<file path="config.mk">
export PLATFORM = sky130hd
export DESIGN_NAME = signed_varint_byte_decoder_unit
export DESIGN_NICKNAME = d
export VERILOG_FILES = /design/src/design/svbd_pkg.sv /design/src/design/svbd_in_stage.sv /design/src/design/svbd_decode.sv /design/src/design/svbd_out_stage.sv /design/src/design/signed_varint_byte_decoder_unit.sv
export VERILOG_INCLUDE_DIRS = /design/src /design/src/design
export SDC_FILE = /design/constraint.sdc
export NUM_CORES = 1
export LEC_CHECK = 0
export BUFFER_PORTS_ARGS = -buffer_cell sky130_fd_sc_hd__buf_2
export CORE_UTILIZATION = 65
export CTS_CLUSTER_SIZE = 14
export DETAILED_ROUTE_END_ITERATION = 10
export PLACE_DENSITY = 0.86
export SYNTH_ARGS = -nofsm -noshare
export SYNTH_HDL_FRONTEND = slang
export SYNTH_SLANG_ARGS = --single-unit
</file>
<file path="constraint.sdc">
create_clock -name clock -period 8 [get_ports clock]
set_clock_uncertainty 0.05 [all_clocks]
set_input_delay 1.6 -clock clock [delete_from_list [all_inputs] [get_ports clock]]
set_output_delay 1.6 -clock clock [all_outputs]
set_load 0.02 [all_outputs]
</file>
<file path="src/design/signed_varint_byte_decoder_unit_defines.svh">
// Assertion macros shared by the signed varint byte decoder RTL.
// Depends on nothing; included by every file that carries assertions.
`ifndef SIGNED_VARINT_BYTE_DECODER_UNIT_DEFINES_SVH
`define SIGNED_VARINT_BYTE_DECODER_UNIT_DEFINES_SVH
`ifndef SYNTHESIS
`define SVBD_ASSERT(label, clk, rst, prop) \
   label: assert property (@(posedge clk) disable iff (rst) (prop)) \
      else $error("svbd assertion failed");
`define SVBD_ASSERT_NEXT(label, clk, rst, cond, expr) \
   label: assert property (@(posedge clk) disable iff (rst) (cond) |=> (expr)) \
      else $error("svbd assertion failed");
`else
`define SVBD_ASSERT(label, clk, rst, prop)
`define SVBD_ASSERT_NEXT(label, clk, rst, cond, expr)
`endif
`endif

</file>
<file path="src/design/svbd_pkg.sv">
// Types, codes and the group base table of the signed varint byte decoder.
// Depends on nothing; used by every module of the block.
package svbd_pkg;

   localparam logic [7:0]  NullByte   = 8'h80;
   localparam logic [7:0]  PosPrefix  = 8'h7F;
   localparam logic [7:0]  NegPrefix  = 8'h81;
   localparam logic [31:0] NullCode   = 32'h8000_0000;
   localparam logic [2:0]  LastGroup  = 3'd4;

   typedef struct packed {
      logic       valid;
      logic [7:0] byte_value;
      logic       last_byte;
   } svbd_beat_type;

   typedef struct packed {
      logic        emit;
      logic [31:0] symbol;
   } svbd_result_type;

   function automatic logic [31:0] group_base(input logic [2:0] idx);
      logic [31:0] base;
      case (idx)
         3'd0:    base = 32'd127;
         3'd1:    base = 32'd255;
         3'd2:    base = 32'd16639;
         3'd3:    base = 32'd2113791;
         default: base = 32'd270549247;
      endcase
      return base;
   endfunction

endpackage

</file>
<file path="src/design/svbd_in_stage.sv">
// Input register of the signed varint byte decoder.
// Depends on svbd_pkg.
module svbd_in_stage (
   input  logic                   clock,
   input  logic                   reset,
   input  logic                   req_valid,
   output logic                   req_ready,
   input  logic [7:0]             req_byte_value,
   input  logic                   req_last_byte,
   input  logic                   advance,
   output svbd_pkg::svbd_beat_type beat
);
   import svbd_pkg::*;

   logic       valid_ff, valid_in;
   logic [7:0] byte_ff;
   logic       last_ff;

   assign req_ready = !valid_ff || advance;
   assign valid_in  = (req_valid && req_ready) || (valid_ff && !advance);

   always_ff @(posedge clock) begin
      if (reset) begin
         valid_ff <= 1'b0;
      end else begin
         valid_ff <= valid_in;
      end
      if (req_valid && req_ready) begin
         byte_ff <= req_byte_value;
         last_ff <= req_last_byte;
      end
   end

   assign beat.valid      = valid_ff;
   assign beat.byte_value = byte_ff;
   assign beat.last_byte  = last_ff;

endmodule

</file>
<file path="src/design/svbd_decode.sv">
// Decoding state and the per-beat decode logic of the signed varint decoder.
// Depends on svbd_pkg and the assertion macros header.
`include "signed_varint_byte_decoder_unit_defines.svh"
module svbd_decode (
   input  logic                     clock,
   input  logic                     reset,
   input  svbd_pkg::svbd_beat_type   beat,
   input  logic                     advance,
   output svbd_pkg::svbd_result_type res
);
   import svbd_pkg::*;

   logic        in_symbol_ff, in_symbol_in;
   logic        neg_ff, neg_in;
   logic [31:0] acc_ff, acc_in;
   logic [2:0]  cnt_ff, cnt_in;
   logic [31:0] acc_shift;
   logic [31:0] sum;
   logic [7:0]  b;

   assign b         = beat.byte_value;
   assign acc_shift = {acc_ff[24:0], b[6:0]};
   assign sum       = acc_shift + group_base(cnt_ff);

   always_comb begin
      in_symbol_in = in_symbol_ff;
      neg_in       = neg_ff;
      acc_in       = acc_ff;
      cnt_in       = cnt_ff;
      res.emit     = 1'b0;
      res.symbol   = NullCode;
      if (!in_symbol_ff) begin
         if (b == NullByte) begin
            res.emit = 1'b1;
         end else if (b != PosPrefix && b != NegPrefix) begin
            res.emit   = 1'b1;
            res.symbol = {{24{b[7]}}, b};
         end else if (beat.last_byte) begin
            res.emit = 1'b1;
         end else begin
            in_symbol_in = 1'b1;
            neg_in       = (b == NegPrefix);
            acc_in       = '0;
            cnt_in       = '0;
         end
      end else begin
         if (!b[7]) begin
            res.emit   = 1'b1;
            res.symbol = neg_ff ? (~sum + 32'd1) : sum;
         end else if (cnt_ff == LastGroup) begin
            res.emit   = 1'b1;
            res.symbol = '0;
         end else if (beat.last_byte) begin
            res.emit = 1'b1;
         end else begin
            acc_in = acc_shift;
            cnt_in = cnt_ff + 3'd1;
         end
         if (res.emit) begin
            in_symbol_in = 1'b0;
            neg_in       = 1'b0;
            acc_in       = '0;
            cnt_in       = '0;
         end
      end
   end

   always_ff @(posedge clock) begin
      if (reset) begin
         in_symbol_ff <= 1'b0;
         neg_ff       <= 1'b0;
         acc_ff       <= '0;
         cnt_ff       <= '0;
      end else if (advance) begin
         in_symbol_ff <= in_symbol_in;
         neg_ff       <= neg_in;
         acc_ff       <= acc_in;
         cnt_ff       <= cnt_in;
      end
   end

   `SVBD_ASSERT(cnt_bound_a, clock, reset, cnt_ff <= LastGroup)
   `SVBD_ASSERT(idle_clean_a, clock, reset, in_symbol_ff || (cnt_ff == '0 && !neg_ff && acc_ff == '0))
   `SVBD_ASSERT_NEXT(emit_idle_a, clock, reset, advance && res.emit, !in_symbol_ff)

endmodule

</file>
<file path="src/design/svbd_out_stage.sv">
// Result register of the signed varint byte decoder.
// Depends on svbd_pkg.
module svbd_out_stage (
   input  logic                     clock,
   input  logic                     reset,
   input  logic                     load,
   input  svbd_pkg::svbd_result_type res,
   output logic                     rsp_valid,
   input  logic                     rsp_ready,
   output logic signed [31:0]       rsp_symbol
);
   import svbd_pkg::*;

   logic        valid_ff, valid_in;
   logic [31:0] symbol_ff;

   assign valid_in = (load && res.emit) || (valid_ff && !rsp_ready);

   always_ff @(posedge clock) begin
      if (reset) begin
         valid_ff <= 1'b0;
      end else begin
         valid_ff <= valid_in;
      end
      if (load && res.emit) begin
         symbol_ff <= res.symbol;
      end
   end

   assign rsp_valid  = valid_ff;
   assign rsp_symbol = $signed(symbol_ff);

endmodule

</file>
<file path="src/design/signed_varint_byte_decoder_unit.sv">
// Signed varint byte decoder: takes one byte per beat and returns a signed
// 32-bit symbol each time a code completes. The block accepts a byte in every
// cycle; a byte is held in the input register and decoded there against the
// decoding state register, and its symbol, if any, is offered from the result
// register. The rate is set by the single state update per byte, and it falls
// only while the result register holds a symbol that is not taken.
module signed_varint_byte_decoder_unit (
   input  logic               clock,
   input  logic               reset,
   input  logic               req_valid,
   output logic               req_ready,
   input  logic [7:0]         req_byte_value,
   input  logic               req_last_byte,
   output logic               rsp_valid,
   input  logic               rsp_ready,
   output logic signed [31:0] rsp_symbol
);
   import svbd_pkg::*;

   svbd_beat_type   beat;
   svbd_result_type res;
   logic            advance;

   assign advance = beat.valid && (!rsp_valid || rsp_ready);

   svbd_in_stage u_in_stage (
      .clock          (clock),
      .reset          (reset),
      .req_valid      (req_valid),
      .req_ready      (req_ready),
      .req_byte_value (req_byte_value),
      .req_last_byte  (req_last_byte),
      .advance        (advance),
      .beat           (beat)
   );

   svbd_decode u_decode (
      .clock   (clock),
      .reset   (reset),
      .beat    (beat),
      .advance (advance),
      .res     (res)
   );

   svbd_out_stage u_out_stage (
      .clock      (clock),
      .reset      (reset),
      .load       (advance),
      .res        (res),
      .rsp_valid  (rsp_valid),
      .rsp_ready  (rsp_ready),
      .rsp_symbol (rsp_symbol)
   );

endmodule
</file>
==> results.toml <==
[clocking]
clock-sinks = 73
hold_buffers = 0
cts_buffers = 9
root_buffer = "clkbuf_8"
post_cts_buffers = 0
tritoncts = "yes"
h-tree-depth = 3
clk-insertion-delay-late_ps = 350
cts_buffer_depth = 2
clkTransAtPathRegs_ps = 90
post_cts_resize_count = 0

[synth]
seq_area_frac_synth = 0.386
ys.flop_type = "edfxtp_1"
synth.area.mux_share = 0.00439
synth_nets = 586
synthSimpleGateAreaFrac = 0.227
yosys_register_bits = 73
syn-cell-area_mm2 = 0.00485
yosys.cell_types.count = 66
avgSynthCellArea_um2 = 8.64
synth-compound-area-share = 0.212
synth_top_family_by_area = "simple AND/OR/NAND/NOR gates"
synth_edf_count = 41
synth-adder-area-share = 0.0310
synth_xor_area_frac = 0.0921
synthArstFlopShare = 0
yosysWarnings = 0
synth_cells = 561

[pwr]
internal-power_uw = 650
p_comb_frac = 0.078
p_sw_uw = 202
vdd_drop_max_uv = 116
leakage_nw = 1.79
clkPwrFrac = 0.424
powerDensity_mw_per_mm2 = 160
pwr-share-seq = 0.498
switching_share = 0.237

[detailed_routing]
final_antenna_net_count = 0
firstDrtPassIters = 5
avgRoutedWirePerCell_um = 16.1
via_per_inst = 6.21
drt-initial-drc-count = 456
drc = 0
via_count = 4263
routed_wl_um = 11000

[placement]
globalplace.congestion = 0.950
port_buffers = 46
pre_cts_slack_ps = 3520
place_hpwl_um = 7890
place_area_mm2 = 0.00507

[setup_path]
worstSetupStartpointType = "flip-flop"
cpPeakStageDelay_ps = 550
worstPathCellList = "inv_1 > ha_1 > nor3_1 > o21ai_0 > or2_2 > ha_1 > nor3_4 > a31oi_1 > xnor2_1 > or3b_4 > nor4_1 > nand4_1 > o31ai_1 > xor2_1 > o21ai_0"
critPathKind = "reg2reg"
crit_required_ps = 8030
rrSetupSlack_ps = 3490
path_buf_inv = 1
arrival_ps = 4540
path_max_fanout = 10
cp-end-kind = "flip-flop"
cp_top_family = "simple AND/OR/NAND/NOR gates"
cpMaxStageDelayCell = "nor4_1"

[final_layout]
final_nets = 608
final_util = 0.738
drive_gt1_frac = 0.153
fillers = 564
diodes = 0
syn2layout_area_growth_pct = 9.83
final_area_mm2 = 0.00533
multi_input_area_mm2 = 0.00276
seqCellArea_mm2 = 0.00187

[floorplan]
io_pins = 47
initial_utilization = 0.672
die_w_um = 88.4
core_area_mm2 = 0.00721
fp.dieArea_mm2 = 0.00781
rows = 31
die_h_um = 88.4

[timing]
slew-limit-headroom = 0.248
fmax_ghz = 0.222
layout_min_cycle_time_ps = 4510
postLayoutSetupSlackWorst_ps = 3490
totalNegativeSetupSlack_ps = 0
rsz0062_at_grt = "no"
hold_viol_final = 0
finalSetupViolCount = 0
slew_viol_final = 0
finalCritPeriodShare = 0.564
tightestPinTransition_ps = 1120

[grt]
grt_pass1_vias = 3524
overflow = 0
grt_max_degree = 33
grt_pass1_wl_um = 17400
grtUsageTotal = 0.290
antenna_found_initial = 0

[flow_run]
maxCapViolCount = 0

[min_path]
min_path_type = "reg2reg"

[outcome]
status = "finished clean"
-- layer usage --
layer  wire length (um)  up-vias  share of wire  GRT usage
li1                   -     2095              -          -
met1               4970     1944           0.45      0.412
met2               5140      207           0.46      0.464
met3                846       17          0.077     0.0522
met4                 94        0         0.0085     0.0601
met5                  0        -              0          0
-- final cells by class --
cell class / instances / share of cell area
Multi-Input combinational cell: 433 / 0.518
Clock inverter: 6 / 0.0216
Timing Repair Buffer: 50 / 0.0489
Sequential cell: 73 / 0.352
Clock buffer: 10 / 0.0258
Inverter: 16 / 0.0113
Tap cell: 99 / 0.0233
-- power by group through the flow --
stage / Combinational, mW / Sequential, mW / Clock (mW)
after detailed placement: 0.0657 / 0.432 / 0
after global placement: 0.0635 / 0.431 / 0
final: 0.0665 / 0.424 / 0.361
after floorplan: 0.0399 / 0.438 / 0
after global routing: 0.0731 / 0.426 / 0.375
after CTS: 0.0659 / 0.423 / 0.359
-- synth_stat cells, drive strengths merged (4+ instances only) --
master / count / area [um2]
clkbuf: 28 / 105
o21ai: 56 / 280
xor2: 15 / 131
buf: 11 / 65.1
nor3: 12 / 71.3
a21oi: 48 / 244
nand3b: 5 / 37.5
nor2: 33 / 124
o31ai: 9 / 77.6
nor2b: 4 / 25.0
a21o: 5 / 37.5
a31oi: 4 / 25.0
a211oi: 8 / 60.1
inv: 16 / 60.1
o211ai: 4 / 30.0
nand4: 10 / 62.6
o41ai: 4 / 68.8
nand2: 59 / 221
nand3: 41 / 210
nor4: 7 / 43.8
ha: 12 / 150
or3: 5 / 36.3
edfxtp: 41 / 1230
xnor2: 36 / 315
or2: 5 / 33.8
dfxtp: 32 / 641
nand2b: 7 / 43.8
and3: 4 / 25.0
-- tightest hold or removal path, cell delays in order (launching register included) --
cell     delay, ps
dfxtp_1        320
nand2_1         50
a21oi_1         50
-- sequential cells by signal (all words and copies together) (netlist names) --
name and flops:
u_decode.in_symbol_ff 1, u_decode.neg_ff 1, u_out_stage.rsp_symbol 32, u_in_stage.valid_ff 1, u_decode.acc_ff 25, u_out_stage.rsp_valid 1
u_in_stage.byte_ff 8, u_in_stage.last_ff 1, u_decode.cnt_ff 3
-- metrics by stage --
stage / hold slack [ps] / std cells / power (mW)
after CTS: 412 / 687 / 0.848
after global routing: 423 / 687 / 0.874
after floorplan: 386 / 561 / 0.478
after detailed placement: 401 / 671 / 0.498
after global placement: 404 / 671 / 0.495
final: 411 / 687 / 0.851
-- placed cells by master (no fill, tap or decap), types with 15 or more instances in the layout --
cell type	netlist	routed
dfxtp_1	32	32
inv_1	16	16
nor2_1	33	33
buf_2	7	46
nand2_1	59	59
xor2_1	15	15
edfxtp_1	41	41
xnor2_1	36	36
o21ai_0	54	54
a21oi_1	47	47
nand3_1	40	40
-- cells by family (layout without fill, tap and decap cells) --
family,Yosys count,after routing
and+or+nand+nor,208,208
AOI/OAI and AO/OA,160,160
DFF,73,73
buffers and inverters,55,82
xor gates and xnor gates,51,51
adders and majority gates,12,12
muxes,2,2
-- worst paths after layout --
check | cells past startpoint | endpoint | startpoint
setup / recovery | 15 | u_out_stage.rsp_symbol[24]$_DFFE_PP_ | u_decode.cnt_ff[0]$_SDFFE_PP0P_
hold / removal | 2 | u_decode.acc_ff[21]$_SDFFE_PP0P_ | u_decode.acc_ff[21]$_SDFFE_PP0P_
hold reg to reg | 2 | u_decode.acc_ff[21]$_SDFFE_PP0P_ | u_decode.acc_ff[21]$_SDFFE_PP0P_
setup reg to reg | 15 | u_out_stage.rsp_symbol[24]$_DFFE_PP_ | u_decode.cnt_ff[0]$_SDFFE_PP0P_
Note: power is estimated with default switching activity, not from simulation.
